## src/sv/tldc_pkg.sv

```systemverilog
// Package for the trajectory line deviation cost block.
// Holds widths, limits and the shared operation codes; no dependencies.
`timescale 1ns / 1ps
package tldc_pkg;
    localparam int COORD_W  = 32;
    localparam int IDX_W    = 8;
    localparam int DEPTH    = 256;
    localparam int CNT_W    = 9;
    localparam int RAD_W    = 31;
    localparam int DIR_W    = 18;
    localparam int SUM_W    = 48;
    localparam int COST_W   = 47;
    localparam int WIDE_W   = 64;
    localparam logic [SUM_W-1:0]  SUM_MAX  = 48'hFFFF_FFFF_FFFF;
    localparam logic [COST_W-1:0] COST_MAX = 47'h7FFF_FFFF_FFFF;
    localparam logic signed [SUM_W-1:0] PROG_MAX = 48'sh7FFF_FFFF_FFFF;
    localparam logic signed [SUM_W-1:0] PROG_MIN = 48'sh8000_0000_0000;

    localparam logic OP_WRITE = 1'b0;
    localparam logic OP_POINT = 1'b1;

    localparam logic [0:0] REG_COUNT  = 1'b0;
    localparam logic [0:0] REG_RADIUS = 1'b1;

    typedef struct packed {
        logic start_sqrt;
        logic start_div;
    } unit_ctl_t;
endpackage

```

## src/sv/tldc_div.sv

```systemverilog
// Iterative restoring divider, 48-bit dividend by 32-bit divisor, one bit per cycle.
// Depends on tldc_pkg.
`timescale 1ns / 1ps
module tldc_div
    import tldc_pkg::*;
(
    input  logic              clk,
    input  logic              rst_n,
    input  logic              start,
    input  logic [SUM_W-1:0]  dividend,
    input  logic [31:0]       divisor,
    output logic              done,
    output logic [SUM_W-1:0]  quotient
);
    logic [32:0]      rem_reg, rem_next;
    logic [SUM_W-1:0] q_reg, q_next;
    logic [31:0]      d_reg, d_next;
    logic [5:0]       cnt_reg, cnt_next;
    logic             busy_reg, busy_next, done_reg, done_next;
    logic [33:0]      sh;

    always_comb
    begin
        sh = {rem_reg, q_reg[SUM_W-1]};
        rem_next = rem_reg; q_next = q_reg; d_next = d_reg;
        cnt_next = cnt_reg; busy_next = busy_reg; done_next = 1'b0;
        if (start)
        begin
            rem_next = '0; q_next = dividend; d_next = divisor;
            cnt_next = '0; busy_next = 1'b1;
        end
        else if (busy_reg)
        begin
            if (sh >= {2'b00, d_reg})
            begin
                rem_next = 33'(sh - {2'b00, d_reg});
                q_next   = {q_reg[SUM_W-2:0], 1'b1};
            end
            else
            begin
                rem_next = 33'(sh);
                q_next   = {q_reg[SUM_W-2:0], 1'b0};
            end
            cnt_next = cnt_reg + 6'd1;
            if (cnt_reg == 6'(SUM_W-1))
            begin
                busy_next = 1'b0;
                done_next = 1'b1;
            end
        end
    end

    always_ff @(posedge clk or negedge rst_n)
    begin
        if (!rst_n)
        begin
            busy_reg <= 1'b0;
            done_reg <= 1'b0;
            cnt_reg  <= '0;
        end
        else
        begin
            busy_reg <= busy_next;
            done_reg <= done_next;
            cnt_reg  <= cnt_next;
        end
    end

    always_ff @(posedge clk)
    begin
        rem_reg <= rem_next;
        q_reg   <= q_next;
        d_reg   <= d_next;
    end

    assign done     = done_reg;
    assign quotient = q_reg;
endmodule

```

## config.mk

```make
export PLATFORM = sky130hd
export DESIGN_NAME = tldc_div
export DESIGN_NICKNAME = d
export VERILOG_FILES = /design/src/sv/tldc_pkg.sv /design/src/sv/tldc_div.sv
export SDC_FILE = /design/constraint.sdc
export NUM_CORES = 1
export LEC_CHECK = 0
export BUFFER_PORTS_ARGS = -buffer_cell sky130_fd_sc_hd__buf_2
export CAP_MARGIN = 10
export CORE_MARGIN = 8
export CORE_UTILIZATION = 25
export CTS_CLUSTER_SIZE = 10
export DETAILED_ROUTE_END_ITERATION = 10
export SYNTH_ARGS = -nofsm -noshare
export SYNTH_HDL_FRONTEND = slang
export SYNTH_SLANG_ARGS = --single-unit
export TNS_END_PERCENT = 100
```

## constraint.sdc

```tcl
create_clock -name clk -period 8.5 [get_ports clk]
set_clock_uncertainty 0.2 [all_clocks]
set_input_delay 1.7 -clock clk [delete_from_list [all_inputs] [get_ports clk]]
set_output_delay 1.7 -clock clk [all_outputs]
set_load 0.01 [all_outputs]
```

After elaboration in Yosys (flattened, before gate mapping)
Cells that the tools add are included.
- input bits: 83
- word-level logic and storage cells: 23
- flip-flop bits (word level): 121
- multiplexer cells: 12
- $lt $le $gt $ge: 1
- reductions and logical operators: 1
- eq/ne operators: 1
- $add $sub $neg: 2
- operators with widths (operator ; number):
    $mux 48 ; 2
    $ge 34x32->1 ; 1
    $mux 33 ; 1
    $sub 33x32->33 ; 1
    $mux 6 ; 2
    $mux 1 ; 7
    $add 6x1->6 const B ; 1
    $eq 6x6->1 const B ; 1
    $reduce_bool 2->1 ; 1

Longest topological paths before layout
- word-level depth: 4
- depth in mapped cells: 14

Worst setup path after synthesis
Ideal clock, no wire load.
- path type: input to register
- start point: input start
- end point: register q_reg[0] (netlist: quotient[0]) (enable)
- data arrival time: 3.203 ns
- slack: 4.694 ns
- required time: 7.898 ns
- stages on the path: 4
- path buffers: 2
- cell sequence: clkbuf_1 > nor2_1 > clkbuf_1 > inv_1
- cells in the longest elaborated chain, start to end: 1
- RTL lines (what ; RTL line ; RTL):
    from (decl) ; tldc_div.sv:9 ; input logic start,
    $reduce_bool 2->1 (no line) ; n/a ;
    to (signal assigned) ; tldc_div.sv:72 ; q_reg <= q_next;
    to (decl) ; tldc_div.sv:16 ; logic [SUM_W-1:0] q_reg, q_next;
No other way between the ends.
A chain may end at the register's enable or synchronous reset.

==> metrics <==
CP arrival 3860 ps; IO Pins 132; Startpoint Class input port; final setup vio count 0; Layout fillers 2745; Port Buffer Count 131; hold buffer count at cts 0; worst-skew pair later-pin latency 420 ps; initial antenna violation count 0; fin area between 0.008 and 0.009 mm2; type of the most critical hold path register to register; measured slew at the worst slew-check pin 1000 ps; placed cell area 0.00767 mm2; worst-path cell chain buf_4 -> buf_4 -> nand2b_1 -> nor3_1 -> a22o_1 -> a21o_1; EDFF count, synth 80; Synth Register Bits 121; CTS H-tree lvls 4; Die X roughly 180 um; final hold violations 0; detailed-router iteration count before antenna repair 4; Post-Place Cells ~1100; Cell Area, Synth between 0.006 and 0.007 mm2; MaxCap Viol Count 0; Yosys cell types 62; R2R Setup Slk ~4800 ps; worst flop-to-flop path startpoint quotient[47]; reg2reg end rem_reg[29]; sequential area share after synthesis 48.7%; RSZ-0062 raised after global routing false; crit path from start; worst-case vdd ir drop 0.167 mV; Vias 5275; PostCTS Resize Cnt 0; Post-CTS Setup Inserts 0; max reg flops 48; vias in the first global route approximately 5500; Fmax 266 MHz; average wire per standard cell roughly 16 um; Worst Path Class, Setup input port to register; CP Max Fanout 80; diode count 0; final net count ~880; total CTS buffers 17; Slew headroom 33.0%; Req. time, crit path roughly 8600 ps; P&R area growth vs syn 22.5%; Critical-path top delay cell buf_4; vias per cell 4.74; synthesis warning total 0; die height about 180 um; GRT Total Usage 11.4%; Cell Pwr Density ~280 mW/mm2; global-route wire length before repair 29600 um; total wire length 18200 um; Mapped Avg Cell Area 10.5 um2; GP Congestion just over 0.8; TritonCTS clock tree done; root buf cell clkbuf_16; core area 0.0267 mm2; status complete, no violations; clock buffer depth 2; Non-Filler Instances 1112; slowest stage delay, CP roughly 830 ps; Iteration-0 DRC Markers 336; share of cells above drive strength 1 28.8%; Sinks on Clock Net between 100 and 150; Routed Antenna Nets 0; Async S/R FF share, synth 6.61%; worst setup path endpoint rem_reg[27]; Starting Density 25.1%; Mapped Cells 635; Final TNS setup 0 ps; leakage power 3.44 nW; Worst-path clk slew ~60 ps; main flop type after synthesis edfxtp_1; Period minus WS final 3760 ps; row count 60; Crit. End Element register; largest net degree at the start of global routing approximately 80; Residual DRC 0; Final period util 44.2%; reg2reg path depth 13; Most Frequent Cell on Critical Path buf_4; DP HPWL about 13000 um; Die ar. 0.0323 mm2; Syn Nets about 750; grt total ovfl 0; Final Max Slew Viols 0
metal layers:
metal | GRT usage, % | part of all wire (%) | vias to the layer above | routed length, um
li1 | - | - | 2605 | -
met1 | 14.3 | 47 | 2471 | 8540
met2 | 17.5 | 44 | 178 | 7970
met3 | 4.68 | 8.2 | 21 | 1510
met4 | 3.40 | 1.3 | 0 | 232
met5 | 0 | 0 | - | 0
cell usage in the layout, fill, tap and decap left out, types with 9 or more instances in the layout:
cell         n
a21o_1      10
ha_1        33
a211oi_1    23
nand4_1      9
edfxtp_1    80
buf_2      130
mux2_2      48
xnor2_1     18
o21ai_0     32
xor2_1      12
a21oi_1     56
nor2_1      64
inv_1       39
dfxtp_1     33
clkbuf_16   17
nand2_1     33
synthesized netlist by cell type (all sizes together) (6+ instances only):
| cell type | number | area, um2 |
|---|---|---|
| edfxtp | 80 | 2400 |
| nor2 | 65 | 246 |
| a21oi | 57 | 289 |
| mux2 | 48 | 541 |
| inv | 40 | 150 |
| dfxtp | 33 | 661 |
| ha | 33 | 413 |
| nand2 | 33 | 124 |
| o21ai | 33 | 165 |
| a211oi | 24 | 185 |
| clkbuf | 22 | 86.3 |
| xnor2 | 18 | 158 |
| xor2 | 12 | 105 |
| a21o | 10 | 75.1 |
| nand4 | 10 | 68.8 |
| buf | 8 | 51.3 |
| dfrtp | 8 | 200 |
| mux2i | 8 | 80.1 |
| o211ai | 8 | 60.1 |
| a31oi | 7 | 43.8 |
| nor3 | 7 | 35.0 |
| nor4 | 7 | 50.1 |
| nand2b | 6 | 37.5 |
| nand3 | 6 | 30.0 |
cells by family after synthesis:
family                   share of synthesized area [%]
AO/OA/AOI/OAI                                     15.9
multiplexers                                      9.27
adder cells (fa/ha/maj)                           6.46
XOR/XNOR                                          3.92
AND/OR/NAND/NOR                                   11.4
buffers and inverters                             4.30
flip-flops                                        48.7
worst min-delay path by stage:
stage / from / to / slack (ps) / cells past startpoint
floorplan: rem_reg[14] / rem_reg[14] / 250 / 2
global route: rem_reg[5] / rem_reg[5] / 330 / 2
global placement: rem_reg[10] / rem_reg[10] / 300 / 2
CTS: rem_reg[9] / rem_reg[9] / 310 / 2
detailed placement: rem_reg[24] / rem_reg[24] / 300 / 2
finish: rem_reg[10] / rem_reg[10] / 300 / 2
area by class of cell:
| class | count | area, um2 | share of cell area [%] |
|---|---|---|---|
| repair buffers | 134 | 681 | 8.30 |
| clock buffers | 19 | 433 | 5.28 |
| inverters | 40 | 150 | 1.83 |
| flip-flops and latches | 121 | 3260 | 39.8 |
| multi-input cells | 444 | 3150 | 38.4 |
| well taps | 341 | 427 | 5.20 |
| clock inverters | 13 | 100 | 1.22 |
stage by stage:
stage | power (W) | hold WS [ps] | worst slack, ps | util [%]
2_1_floorplan | 0.00143 | 254 | 4690 | -
3_3_place_gp | 0.00163 | 297 | 4380 | 28.8
4_1_cts | 0.00230 | 308 | 4760 | 30.8
3_5_place_dp | 0.00163 | 299 | 4340 | 28.8
5_1_grt | 0.00244 | 332 | 4530 | 30.8
6_report | 0.00228 | 302 | 4740 | 30.8
report_power, final:
group | internal [W] | leakage (nW) | switching, W | total (W)
registers | 0.000729 | 1.20 | 0.0000716 | 0.000801
clock network | 0.000374 | 0.246 | 0.000276 | 0.000650
logic | 0.000346 | 2.00 | 0.000482 | 0.000829
total | 0.00145 | 3.44 | 0.000830 | 0.00228
critical path, delay by kind of cell:
kind | cells | cell delay (ps)
simple gates | 2 | 510
compound gates | 2 | 350
buf+inv | 2 | 1220
Note: power is estimated with default switching activity, not from simulation.
