### config.mk
export PLATFORM = sky130hd
export DESIGN_NAME = tldc_mul
export DESIGN_NICKNAME = d
export VERILOG_FILES = /design/src/sv/tldc_pkg.sv /design/src/sv/tldc_mul.sv
export SDC_FILE = /design/constraint.sdc
export NUM_CORES = 2
export LEC_CHECK = 0
export BUFFER_PORTS_ARGS = -buffer_cell sky130_fd_sc_hd__buf_2
export CORE_AREA = 8 8 297 299
export CTS_CLUSTER_DIAMETER = 200
export DETAILED_ROUTE_END_ITERATION = 12
export DIE_AREA = 0 0 305 307
export HOLD_SLACK_MARGIN = 0.02
export PLACE_DENSITY = 0.52
export SLEW_MARGIN = 20
export SYNTH_ARGS = -nofsm -noshare
export SYNTH_HDL_FRONTEND = slang
export SYNTH_SLANG_ARGS = --single-unit
### constraint.sdc
create_clock -name clk -period 11.3 [get_ports clk]
set_clock_uncertainty 0.15 [all_clocks]
set_input_delay 3.39 -clock clk [delete_from_list [all_inputs] [get_ports clk]]
set_output_delay 3.39 -clock clk [all_outputs]
set_load 0.1 [all_outputs]
### src/sv/tldc_pkg.sv
// Package for the trajectory line deviation cost block.
// Holds widths, limits and the shared operation codes; no dependencies.
`timescale 1ns / 1ps
package tldc_pkg;
    localparam int COORD_W  = 32;
    localparam int IDX_W    = 8;
    localparam int DEPTH    = 256;
    localparam int CNT_W    = 9;
    localparam int RAD_W    = 31;
    localparam int DIR_W    = 18;
    localparam int SUM_W    = 48;
    localparam int COST_W   = 47;
    localparam int WIDE_W   = 64;
    localparam logic [SUM_W-1:0]  SUM_MAX  = 48'hFFFF_FFFF_FFFF;
    localparam logic [COST_W-1:0] COST_MAX = 47'h7FFF_FFFF_FFFF;
    localparam logic signed [SUM_W-1:0] PROG_MAX = 48'sh7FFF_FFFF_FFFF;
    localparam logic signed [SUM_W-1:0] PROG_MIN = 48'sh8000_0000_0000;

    localparam logic OP_WRITE = 1'b0;
    localparam logic OP_POINT = 1'b1;

    localparam logic [0:0] REG_COUNT  = 1'b0;
    localparam logic [0:0] REG_RADIUS = 1'b1;

    typedef struct packed {
        logic start_sqrt;
        logic start_div;
    } unit_ctl_t;
endpackage

### src/sv/tldc_mul.sv
// Shared signed 46x18 multiplier, product registered.
// Depends on tldc_pkg.
`timescale 1ns / 1ps
module tldc_mul
    import tldc_pkg::*;
(
    input  logic                     clk,
    input  logic signed [45:0]       a,
    input  logic signed [DIR_W-1:0]  b,
    output logic signed [WIDE_W-1:0] p
);
    logic signed [WIDE_W-1:0] p_reg;

    always_ff @(posedge clk)
    begin
        p_reg <= WIDE_W'(a * b);
    end

    assign p = p_reg;
endmodule

# Word-level counts from Yosys, hierarchy flattened
# Cells that the tools add are included.
# totals
reg_bits	64
word_cells	2
# op_classes
multipliers	1
# op_table
cell	n
46-bit by 18-bit multiplier with 64-bit output	1

# Longest topological paths before layout
# depth
ltp_word	1
mapped_depth	27
depth_no_buf	24

# Worst setup path after synthesis
# No wires, ideal clock.
# synth_path
kind	in2reg
startpoint	input port b[3]
endpoint	register p_reg[58], in the netlist p[58]
arrival_time_ns	9.490
path_slack_ns	1.567
setup_ns	0.093
path_buffers	3
stages	24
required_ns	11.057
cell_sequence	clkbuf_1 clkbuf_1 nand2_1 fa_1 fa_1 fa_1 inv_1 fa_1 fa_1 inv_1 fa_1 inv_1 ha_1 buf_6 a211o_1 a21oi_4 and3_4 a31oi_4 a211o_2 a2111o_1 nand3_2 o41ai_2 or2_0 o311ai_2
# synth_between
elab_chain_cells	1
# synth_rtl
element	line_no	text
from (decl)	tldc_mul.sv:9	input logic signed [DIR_W-1:0] b,
46-bit by 18-bit multiplier with 64-bit output	tldc_mul.sv:16	p_reg <= WIDE_W'(a * b);
to (signal assigned)	tldc_mul.sv:16	
to (decl)	tldc_mul.sv:12	logic signed [WIDE_W-1:0] p_reg;
# Every way passes these cells.

# Worst setup path after layout
# layout_path
startpoint	input port b[3]
endpoint	register p_reg[63], in the netlist p[63]
# Same word-level chain as after synthesis.

==> qor.json <==
{
  "ys_warn_count": {"value": 0},
  "grt_pass1_wl": {"value": 132000, "unit": "µm"},
  "wl_per_cell": {"value": 18.5, "unit": "µm"},
  "totalNegativeSetupSlack": {"value": 0, "unit": "ps"},
  "via_count_of_the_first_global_routing_pass": {"value": 23200},
  "wirelength": {"value": 81000, "unit": "µm"},
  "synth.net_count": {"value": 4268},
  "holdPathEnd": {"value": "p[0]"},
  "htree_depth": {"value": 3},
  "std_cell_rows": {"value": 106},
  "cp_data_required_time": {"value": 11460, "unit": "ps"},
  "hold_start": {"value": "a[0]"},
  "post_synth_num_cell_types": {"value": 72},
  "tritoncts_num_sinks": {"value": 64},
  "critical_path_class": {"value": "in -> reg"},
  "critical_path.most_common_cell": {"value": "sky130_fd_sc_hd__fa_1"},
  "postRouteAntennaNets": {"value": 0},
  "floorplan.die_area": {"value": 93600, "unit": "µm²"},
  "finalCriticalPeriod": {"value": 10650, "unit": "ps"},
  "worst_path_largest_cell_delay": {"value": 770, "unit": "ps"},
  "outcome": {"value": "complete, no violations"},
  "drc_errors": {"value": 0},
  "report.final.slew_viol_count": {"value": 0},
  "holdBufCountCts": {"value": 0},
  "port-buffer-count": {"value": 128},
  "drv.max_cap_violation_count": {"value": 0},
  "drtPass1Iterations": {"value": 6},
  "cts_tree": {"value": "done"},
  "routed_via_density": {"value": 4.72},
  "grt_overflow_total": {"value": 0},
  "fin_nets": {"value": 4275},
  "place_hpwl": {"value": 68700, "unit": "µm"},
  "worst_setup_path_end_kind": {"value": "register"},
  "pin_count_of_the_biggest_net_entering_global_routing": {"value": 32},
  "min_path_type": {"value": "in -> reg"},
  "largest_register_ffs": {"value": 64},
  "number_of_buffer_and_inverter_instances_along_the_worst_setup_path": {"value": 5},
  "layout_common_cells": {"value": "888 x sky130_fd_sc_hd__inv_1, 777 x sky130_fd_sc_hd__fa_1, 600 x sky130_fd_sc_hd__nand2_1"},
  "synth-seq-area-share": {"value": 0.0442},
  "crit_path_max_fanout": {"value": 30},
  "ctsLongestPathBuffers": {"value": 2},
  "synth_edf_count": {"value": 0},
  "grt.total_usage": {"value": 0.180},
  "final_min_period_over_clock_period": {"value": 0.943},
  "initial_core_util": {"value": 0.349},
  "cts.reportedPaths.clkPinSlew": {"value": 70, "unit": "ps"},
  "worst_path_max_delay_cell": {"value": "sky130_fd_sc_hd__o21ai_1"},
  "final-setup-viol-count": {"value": 0},
  "synth_seq_cells": {"value": 64},
  "ys_async_rst_share": {"value": 0},
  "max_slew_margin": {"value": 0.313},
  "hold_crit_depth": {"value": 2},
  "top_level_ports": {"value": 129},
  "cts-buffers-inserted": {"value": 9},
  "yosys_most_used_dff": {"value": "sky130_fd_sc_hd__dfxtp_1"},
  "worst_setup_path_start_kind": {"value": "input pin"},
  "cts_resized": {"value": 0},
  "postCtsSetupRepairBufs": {"value": 0},
  "crit_arrival": {"value": 10810, "unit": "ps"},
  "core-area": {"value": 83200, "unit": "µm²"},
  "postSynthCellCount": {"value": 3277},
  "cts.root.buffer_cell": {"value": "sky130_fd_sc_hd__clkbuf_16"},
  "hold_viol_final": {"value": 0},
  "fillerInstances": {"value": 8540},
  "drt_iter0_markers": {"value": 983},
  "worst_pin_slew": {"value": 1020, "unit": "ps"},
  "fmaxAchievable": {"value": 93.9, "unit": "MHz"},
  "vias": {"value": 20600},
  "die_h": {"value": 307, "unit": "µm"},
  "synth.cell_area": {"value": 29000, "unit": "µm²"},
  "timing.critical_path.max_delay_family": {"value": "adder cells"},
  "syn_to_final_growth": {"value": 6.82, "unit": "%"},
  "rsz0062_at_grt": {"value": "false"},
  "final_layout_size_suffix_gt1_frac": {"value": 0.0638},
  "gp_congestion": {"value": 0.872},
  "most_common_library_cell_in_the_layout_ignoring_fill_and_taps": {"value": "sky130_fd_sc_hd__inv_1"},
  "grt_antenna_before_repair": {"value": 8},
  "crit_chain": {"value": "buf_2 -> nand2_1 -> fa_1 -> fa_1 -> inv_1 -> fa_1 -> fa_1 -> fa_1 -> inv_1 -> fa_1 -> inv_1 -> ha_1 -> nand2_1 -> nor2_1 -> o311ai_0 -> a21oi_1 -> a21oi_1 -> buf_4 -> o21ai_1 -> and4_1 -> o21a_1 -> a311oi_1 -> a211oi_1"},
  "die-width": {"value": 305, "unit": "µm"},
  "synthesis.area_per_instance": {"value": 8.85, "unit": "µm²"}
}
cell usage after synthesis, types with 4 or more instances:
library cell | n | area share
sky130_fd_sc_hd__clkbuf_1 | 174 | 0.023
sky130_fd_sc_hd__o211ai_1 | 8 | 0.0021
sky130_fd_sc_hd__o21bai_1 | 10 | 0.0026
sky130_fd_sc_hd__nor2b_1 | 5 | 0.0011
sky130_fd_sc_hd__a21o_1 | 22 | 0.0057
sky130_fd_sc_hd__xor2_1 | 16 | 0.0048
sky130_fd_sc_hd__a41oi_1 | 4 | 0.0012
sky130_fd_sc_hd__nor3_1 | 7 | 0.0012
sky130_fd_sc_hd__o21a_1 | 7 | 0.0018
sky130_fd_sc_hd__o21ai_1 | 4 | 0.00069
sky130_fd_sc_hd__a211o_1 | 4 | 0.0012
sky130_fd_sc_hd__nor2_1 | 59 | 0.0076
sky130_fd_sc_hd__dfxtp_1 | 64 | 0.044
sky130_fd_sc_hd__a211oi_1 | 8 | 0.0021
sky130_fd_sc_hd__a31oi_1 | 7 | 0.0015
sky130_fd_sc_hd__inv_1 | 888 | 0.11
sky130_fd_sc_hd__nand2_1 | 600 | 0.078
sky130_fd_sc_hd__nand3_1 | 4 | 0.00069
sky130_fd_sc_hd__a21oi_1 | 62 | 0.011
sky130_fd_sc_hd__xnor2_1 | 45 | 0.014
sky130_fd_sc_hd__o21ai_0 | 27 | 0.0047
sky130_fd_sc_hd__nand4_1 | 9 | 0.0019
sky130_fd_sc_hd__fa_1 | 777 | 0.54
sky130_fd_sc_hd__and2_1 | 233 | 0.050
sky130_fd_sc_hd__nand2b_1 | 18 | 0.0039
sky130_fd_sc_hd__and3_1 | 4 | 0.00086
sky130_fd_sc_hd__ha_1 | 149 | 0.064
stage by stage:
stage | instances | setup WS, ps | hold slack (ps) | util | instance area (µm²)
after floorplan | 3277 | 1570 | 3370 | - | 29000
after global placement | 4353 | 264 | 3620 | 0.369 | 30700
after detailed placement | 4353 | 185 | 3620 | 0.369 | 30700
after CTS | 4369 | 605 | 3200 | 0.372 | 31000
after global routing | 4371 | 286 | 3240 | 0.372 | 31000
final | 4372 | 647 | 3220 | 0.373 | 31000
metal layers:
| metal | vias to the layer above | global-route usage | part of all wire |
|---|---|---|---|
| met5 | - | 0 | 0.00054 |
| met4 | 6 | 0.0462 | 0.022 |
| met3 | 93 | 0.0282 | 0.048 |
| met2 | 467 | 0.313 | 0.49 |
| met1 | 10800 | 0.234 | 0.43 |
| li1 | 9309 | - | - |
area by class of cell:
cell class,instances,area [µm²],share of cell area
Tap cell,1080,1350,0.0436
Timing Repair Buffer,176,1030,0.0331
Multi-Input combinational cell,2144,23700,0.764
Clock buffer,10,239,0.00771
Inverter,889,3340,0.108
Sequential cell,64,1280,0.0414
Antenna cell,3,7.51,0.000242
Clock inverter,6,58.8,0.00190
worst max path at each step:
stage	start	endpoint	slack (ps)	depth (start not counted)
floorplan	b[3]	p[58]	1570	24
global placement	b[3]	p[59]	260	23
detailed placement	b[4]	p[59]	180	23
CTS	b[4]	p[59]	610	23
global route	b[1]	p[63]	290	26
finish	b[3]	p[63]	650	23
cell families after synthesis:
kind of cell	synth area share
and+or+nand+nor	0.151
buffers and inverters	0.139
AOI/OAI and AO/OA	0.0461
xor gates and xnor gates	0.0184
muxes	0.000388
DFF	0.0442
adders and majority gates	0.601
Power is left out: the tool's default activity adds up to more than one toggle a clock period on the data nets, which glitch-free logic cannot reach.
