`config.mk`:
```
export PLATFORM = sky130hd
export DESIGN_NAME = tldc_sqrt
export DESIGN_NICKNAME = d
export VERILOG_FILES = /design/src/sv/tldc_pkg.sv /design/src/sv/tldc_sqrt.sv
export SDC_FILE = /design/constraint.sdc
export NUM_CORES = 1
export LEC_CHECK = 0
export ABC_AREA = 1
export ABC_CLOCK_PERIOD_IN_PS = 3150
export BUFFER_PORTS_ARGS = -buffer_cell sky130_fd_sc_hd__buf_2
export CAP_MARGIN = 40
export CORE_MARGIN = 2
export CORE_UTILIZATION = 55
export DETAILED_ROUTE_END_ITERATION = 10
export MAX_ROUTING_LAYER = met4
export PLACE_DENSITY = 0.88
export SLEW_MARGIN = 10
export SYNTH_ARGS = -nofsm -noshare
export SYNTH_HDL_FRONTEND = slang
export SYNTH_SLANG_ARGS = --single-unit
```
`constraint.sdc`:
```
create_clock -name clk -period 3.15 [get_ports clk]
set_input_delay 0.1575 -clock clk [delete_from_list [all_inputs] [get_ports clk]]
set_output_delay 0.1575 -clock clk [all_outputs]
set_load 0.05 [all_outputs]
```
`src/sv/tldc_pkg.sv`:
```
// Package for the trajectory line deviation cost block.
// Holds widths, limits and the shared operation codes; no dependencies.
`timescale 1ns / 1ps
package tldc_pkg;
    localparam int COORD_W  = 32;
    localparam int IDX_W    = 8;
    localparam int DEPTH    = 256;
    localparam int CNT_W    = 9;
    localparam int RAD_W    = 31;
    localparam int DIR_W    = 18;
    localparam int SUM_W    = 48;
    localparam int COST_W   = 47;
    localparam int WIDE_W   = 64;
    localparam logic [SUM_W-1:0]  SUM_MAX  = 48'hFFFF_FFFF_FFFF;
    localparam logic [COST_W-1:0] COST_MAX = 47'h7FFF_FFFF_FFFF;
    localparam logic signed [SUM_W-1:0] PROG_MAX = 48'sh7FFF_FFFF_FFFF;
    localparam logic signed [SUM_W-1:0] PROG_MIN = 48'sh8000_0000_0000;

    localparam logic OP_WRITE = 1'b0;
    localparam logic OP_POINT = 1'b1;

    localparam logic [0:0] REG_COUNT  = 1'b0;
    localparam logic [0:0] REG_RADIUS = 1'b1;

    typedef struct packed {
        logic start_sqrt;
        logic start_div;
    } unit_ctl_t;
endpackage

```
`src/sv/tldc_sqrt.sv`:
```
// Iterative floor square root of a 64-bit value, one result bit per cycle.
// Depends on tldc_pkg.
`timescale 1ns / 1ps
module tldc_sqrt
    import tldc_pkg::*;
(
    input  logic                clk,
    input  logic                rst_n,
    input  logic                start,
    input  logic [WIDE_W-1:0]   radicand,
    output logic                done,
    output logic [WIDE_W/2-1:0] root
);
    logic [WIDE_W-1:0]   rem_reg, rem_next;
    logic [WIDE_W/2-1:0] root_reg, root_next;
    logic [WIDE_W-1:0]   val_reg, val_next;
    logic [5:0]          cnt_reg, cnt_next;
    logic                busy_reg, busy_next, done_reg, done_next;
    logic [WIDE_W+1:0]   trial;
    logic [WIDE_W+1:0]   rem_sh;

    always_comb
    begin
        rem_sh = {rem_reg, val_reg[WIDE_W-1 -: 2]};
        trial  = {{(WIDE_W/2){1'b0}}, root_reg, 2'b01};
        rem_next = rem_reg; root_next = root_reg; val_next = val_reg;
        cnt_next = cnt_reg; busy_next = busy_reg; done_next = 1'b0;
        if (start)
        begin
            rem_next = '0; root_next = '0; val_next = radicand;
            cnt_next = '0; busy_next = 1'b1;
        end
        else if (busy_reg)
        begin
            val_next = {val_reg[WIDE_W-3:0], 2'b00};
            if (rem_sh >= trial)
            begin
                rem_next  = WIDE_W'(rem_sh - trial);
                root_next = {root_reg[WIDE_W/2-2:0], 1'b1};
            end
            else
            begin
                rem_next  = WIDE_W'(rem_sh);
                root_next = {root_reg[WIDE_W/2-2:0], 1'b0};
            end
            cnt_next = cnt_reg + 6'd1;
            if (cnt_reg == 6'(WIDE_W/2-1))
            begin
                busy_next = 1'b0;
                done_next = 1'b1;
            end
        end
    end

    always_ff @(posedge clk or negedge rst_n)
    begin
        if (!rst_n)
        begin
            busy_reg <= 1'b0;
            done_reg <= 1'b0;
            cnt_reg  <= '0;
        end
        else
        begin
            busy_reg <= busy_next;
            done_reg <= done_next;
            cnt_reg  <= cnt_next;
        end
    end

    always_ff @(posedge clk)
    begin
        rem_reg  <= rem_next;
        root_reg <= root_next;
        val_reg  <= val_next;
    end

    assign done = done_reg;
    assign root = root_reg;
endmodule

```
# After elaboration in Yosys (flattened, before gate mapping)
# Index checks and enable logic that the tools add are counted.
dict set report op_classes {
  addsub 2
  reduce_logical 1
  eq_ne 1
  mux 12
  magnitude_cmp 1
}
# cell n
set op_table {}
lappend op_table {{$mux 64} 3}
lappend op_table {{$ge 66x34->1} 1}
lappend op_table {{$sub 64x34->64} 1}
lappend op_table {{$mux 6} 2}
lappend op_table {{$mux 1} 7}
lappend op_table {{$add 6x1->6 const B} 1}
lappend op_table {{$eq 6x5->1 const B} 1}
lappend op_table {{$reduce_bool 2->1} 1}
dict set report word_totals {
  elab_cells 23
  input_bits 67
  regBits 168
  output_inout_bits 33
}

# Depth between registers and ports, before layout
dict set report logic_depth {
  word_depth 4
  ltp_mapped 18
  depth_no_buf 18
}

# Worst setup path before layout
# No wires, ideal clock.
dict set report synth_timing {
  path_type {register to register}
  from {register busy_reg}
  to {register val_reg[0], enable pin}
  arrival_ps 2715
  path_buffers 2
  path_stages_with_launch 5
  required_time_ps 2697
  period_less_slack_ps 3168
  setup_ps 453
  setup_slack_ps -18
  path_cell_list {dfrtp_1 buf_2 nor2_1 clkinv_1 clkbuf_1}
}
dict set report synth_between {
  elab_chain_cells 1
}
# element line
set synth_lines {}
lappend synth_lines {{from (decl)} tldc_sqrt.sv:18} ;# logic busy_reg, busy_next, done_reg, done_next;
lappend synth_lines {{from (signal assigned)} tldc_sqrt.sv:65} ;# busy_reg <= busy_next;
lappend synth_lines {{$reduce_bool 2->1 (no line)} --}
lappend synth_lines {{to (signal assigned)} tldc_sqrt.sv:75} ;# val_reg <= val_next;
lappend synth_lines {{to (decl)} tldc_sqrt.sv:16} ;# logic [WIDE_W-1:0] val_reg, val_next;
# No other way between the ends.
# A chain may end at the register's enable or synchronous reset.

# Worst setup path in the final report
dict set report layout_timing {
  from {register root_reg[23] (netlist: root[23])}
  to {register rem_reg[17]}
}
dict set report layout_between {
  elab_chain_cells 2
}
# element line
set layout_lines {}
lappend layout_lines {{from (decl)} tldc_sqrt.sv:15} ;# logic [WIDE_W/2-1:0] root_reg, root_next;
lappend layout_lines {{from (signal assigned)} tldc_sqrt.sv:74} ;# root_reg <= root_next;
lappend layout_lines {{$ge 66x34->1} tldc_sqrt.sv:36} ;# if (rem_sh >= trial)
lappend layout_lines {{$mux 64} tldc_sqrt.sv:36}
lappend layout_lines {{to (signal assigned)} tldc_sqrt.sv:73} ;# rem_reg <= rem_next;
lappend layout_lines {{to (decl)} tldc_sqrt.sv:14} ;# logic [WIDE_W-1:0] rem_reg, rem_next;
# No other way between the ends.

==> summary.txt <==
Global routing
  – Vias in the first global route: between 10000 and 15000
  – GRT overflow: 0
  – First-pass GRT wire length: roughly 56000 um
  – Largest net degree at the start of global routing: 65
  – Antenna violations before repair: 0
  – GRT Overall Usage: around 34%

Worst setup path
  – CP arrival: roughly 3200 ps
  – Startpoint Class: flip-flop
  – WS Path Type: flip-flop to flip-flop
  – Crit path required time: between 3000 and 4000 ps
  – Element type at the critical path end: flip-flop
  – Crit-path max FO: 18

Power
  – Tot Pwr: 13.7 mW
  – Leak: ~6.5 nW
  – VDD IR max: between 0.5 and 0.6 mV
  – Pwr Density: 1060 nW/um2

Clock tree
  – CTS tree: yes
  – Clock transition at path regs: approximately 80 ps
  – CTS Hold Bufs: 51
  – Cts repair resizes: 0
  – Sink Count: 168
  – Maximum clock path buffer count: 2
  – Root buf cell: clkbuf_16
  – Post-CTS Setup Inserts: 0
  – TritonCTS Buffers: 17
  – H-tree depth: 4
  – Clk_lat worst skew: between 400 and 500 ps

Route
  – Final wirelength: between 30000 and 40000 um
  – Post-DRT Antenna Nets: 0
  – # DRC: 0
  – Vias: approximately 11000
  – Via density: between 5 and 6
  – WL per Instance: between 15 and 20 um
  – Initial DRC Count: 1115
  – TritonRoute pass-1 iters: 6

Layout
  – Antenna diode count: 0
  – Layout cells sized above 1: around an eighth
  – Seq. cell area: slightly above 4000 um2
  – Post-route insts no fill: ~2100
  – P&R area growth vs syn: 16.4%
  – Fin area: ~13000 um2
  – Fill count: approximately 1700
  – Multi-input logic area: 5900 um2
  – Final nets: about 1900

Logic synthesis
  – Synth Instances: 1691
  – Flops & latches, synth: between 150 and 200
  – Synth cell types: 42
  – Count of warnings emitted by yosys: 0
  – Top cell type's share of synthesized area: about a quarter
  – Mapped Area: ~11000 um2
  – Post-synthesis sequential area ratio: 36.5%
  – Cell taking the most area after synthesis: nand2_1
  – Ys flop type: dfxtp_1
  – Top cells by count, synth: 700 x nand2_1, 232 x inv_1, 124 x nor2_1
  – Number of synthesized flops with an enable pin: 64
  – Syn_nets: 1793
  – Count leader, synth: nand2_1
  – Synth top area cells: nand2_1 24%, dfxtp_1 17%, edfxtp_1 17%, inv_1 7.9%, nor2_1 4.2%
  – Synth async-reset ratio: 4.76%
  – Syn Area/Cell: ~6.5 um2

Timing
  – Final Max Slew Viols: 0
  – Rel. slew slack: between 50% and 60%
  – Worst hold slack: -6.84 ps
  – Setup TNS: 0 ps
  – Tcrit/Tclk final: about nine tenths
  – Minimum clock period after layout: approximately 2900 ps
  – Worst-margin pin slew: slightly above 700 ps
  – Final Setup Violations: 0
  – Unrepaired setup endpoints after global routing: false
  – Clock skew: between 10 and 15 ps
  – Final hold violation count: 2
  – Peak Freq: 0.350 GHz

Placed design
  – Port bufs: 99
  – GP Congestion: between 1 and 1.5
  – DP Cell Count: slightly above 2000
  – Area after DPL: around 12000 um2
  – Post-DP HPWL: 24600 um

Die
  – # rows: 51
  – Width of the die: 146 um
  – Placeable Area: 19600 um2
  – DIE HEIGHT: 146 um
  – IO Pins: 100
  – Die footprint: 21300 um2
  – Initial Util: a little under three fifths

Run
  – Maxcap violations: 0

Worst hold path
  – HP Class: input pin to flip-flop

Run status
  – Failing checks: negative hold slack
  – Status: complete, but fails checks
==> final cells by class <==
type,instances,share of cell area (%)
clock buffers,17,3.30
multi-input cells,1243,45.8
flip-flops and latches,168,31.4
clock inverters,15,1.27
inverters,234,6.83
repair buffers,165,8.87
well taps,265,2.57
==> final timing paths <==
kind | start | end | cells past startpoint | slack, ps
worst min register to register | rem_reg[63] | rem_reg[63] | 2 | 460
worst min-delay path | radicand[45] | val_reg[45] | 3 | -7
max in group asynchronous | rst_n | busy_reg | 2 | 2890
min in group asynchronous | rst_n | done | 2 | 70
worst max-delay path | root[23] | rem_reg[17] | 13 | 290
worst max register to register | root[23] | rem_reg[17] | 13 | 290
==> layout by cell type, fill, tap and decap left out, drive strengths merged, types with 4 or more instances in the layout <==
| master | count |
|---|---|
| ha | 35 |
| xnor2 | 20 |
| nor3 | 23 |
| inv | 245 |
| dfxtp | 96 |
| dfrtp | 8 |
| clkinv | 4 |
| a21oi | 63 |
| nand2 | 732 |
| o21bai | 5 |
| o22ai | 31 |
| xor2 | 12 |
| nand3b | 8 |
| clkbuf | 17 |
| nand3 | 74 |
| edfxtp | 64 |
| nor2 | 133 |
| nand4 | 16 |
| buf | 114 |
| o21ai | 83 |
| dlygate4sd3 | 51 |
==> power breakdown <==
group          leakage, nW  switching [mW]  total, mW  internal (mW)
Combinational         4.61            5.74       8.43           2.69
Sequential            1.60           0.401       3.11           2.70
Clock                0.291            1.10       2.17           1.07
==> per-stage QoR <==
stage	hold WS, ps	worst slack, ps	utilization [%]
global placement	4.50	492	60.2
CTS	0.468	377	65.8
detailed placement	7.57	404	60.2
finish	-6.84	292	65.8
floorplan	-138	678	-
global route	8.93	131	65.8
==> critical path: stages, from the launching register on <==
cell	delay, ps
dfxtp_1	380
inv_1	100
ha_1	360
a21oi_1	330
nand2_1	170
o21bai_1	240
a21oi_4	190
nand2_1	110
nor2_4	390
buf_12	210
nand2_1	80
nand2_1	60
nand2_1	40
o21ai_0	90
==> per-layer routing <==
layer / vias up / wire length, um / part of all wire [%] / global-route usage [%]
met1: 5207 / 14700 / 42 / 42.6
met3: 73 / 2780 / 7.9 / 5.24
met4: 0 / 1110 / 3.2 / 11.8
met5: - / 0 / 0 / -
li1: 5576 / - / - / -
met2: 524 / 16600 / 47 / 56.5
==> kinds of logic (layout without fill, tap and decap cells) <==
family	count (synthesis)	count (layout)	share of synthesized area, %
adders and majority gates	35	35	3.96
AOI/OAI and AO/OA	186	186	10.0
xor gates and xnor gates	32	32	2.53
and+or+nand+nor	990	990	36.7
DFF	168	168	36.5
buffers and inverters	280	431	10.3
Note: power is estimated with default switching activity, not from simulation.
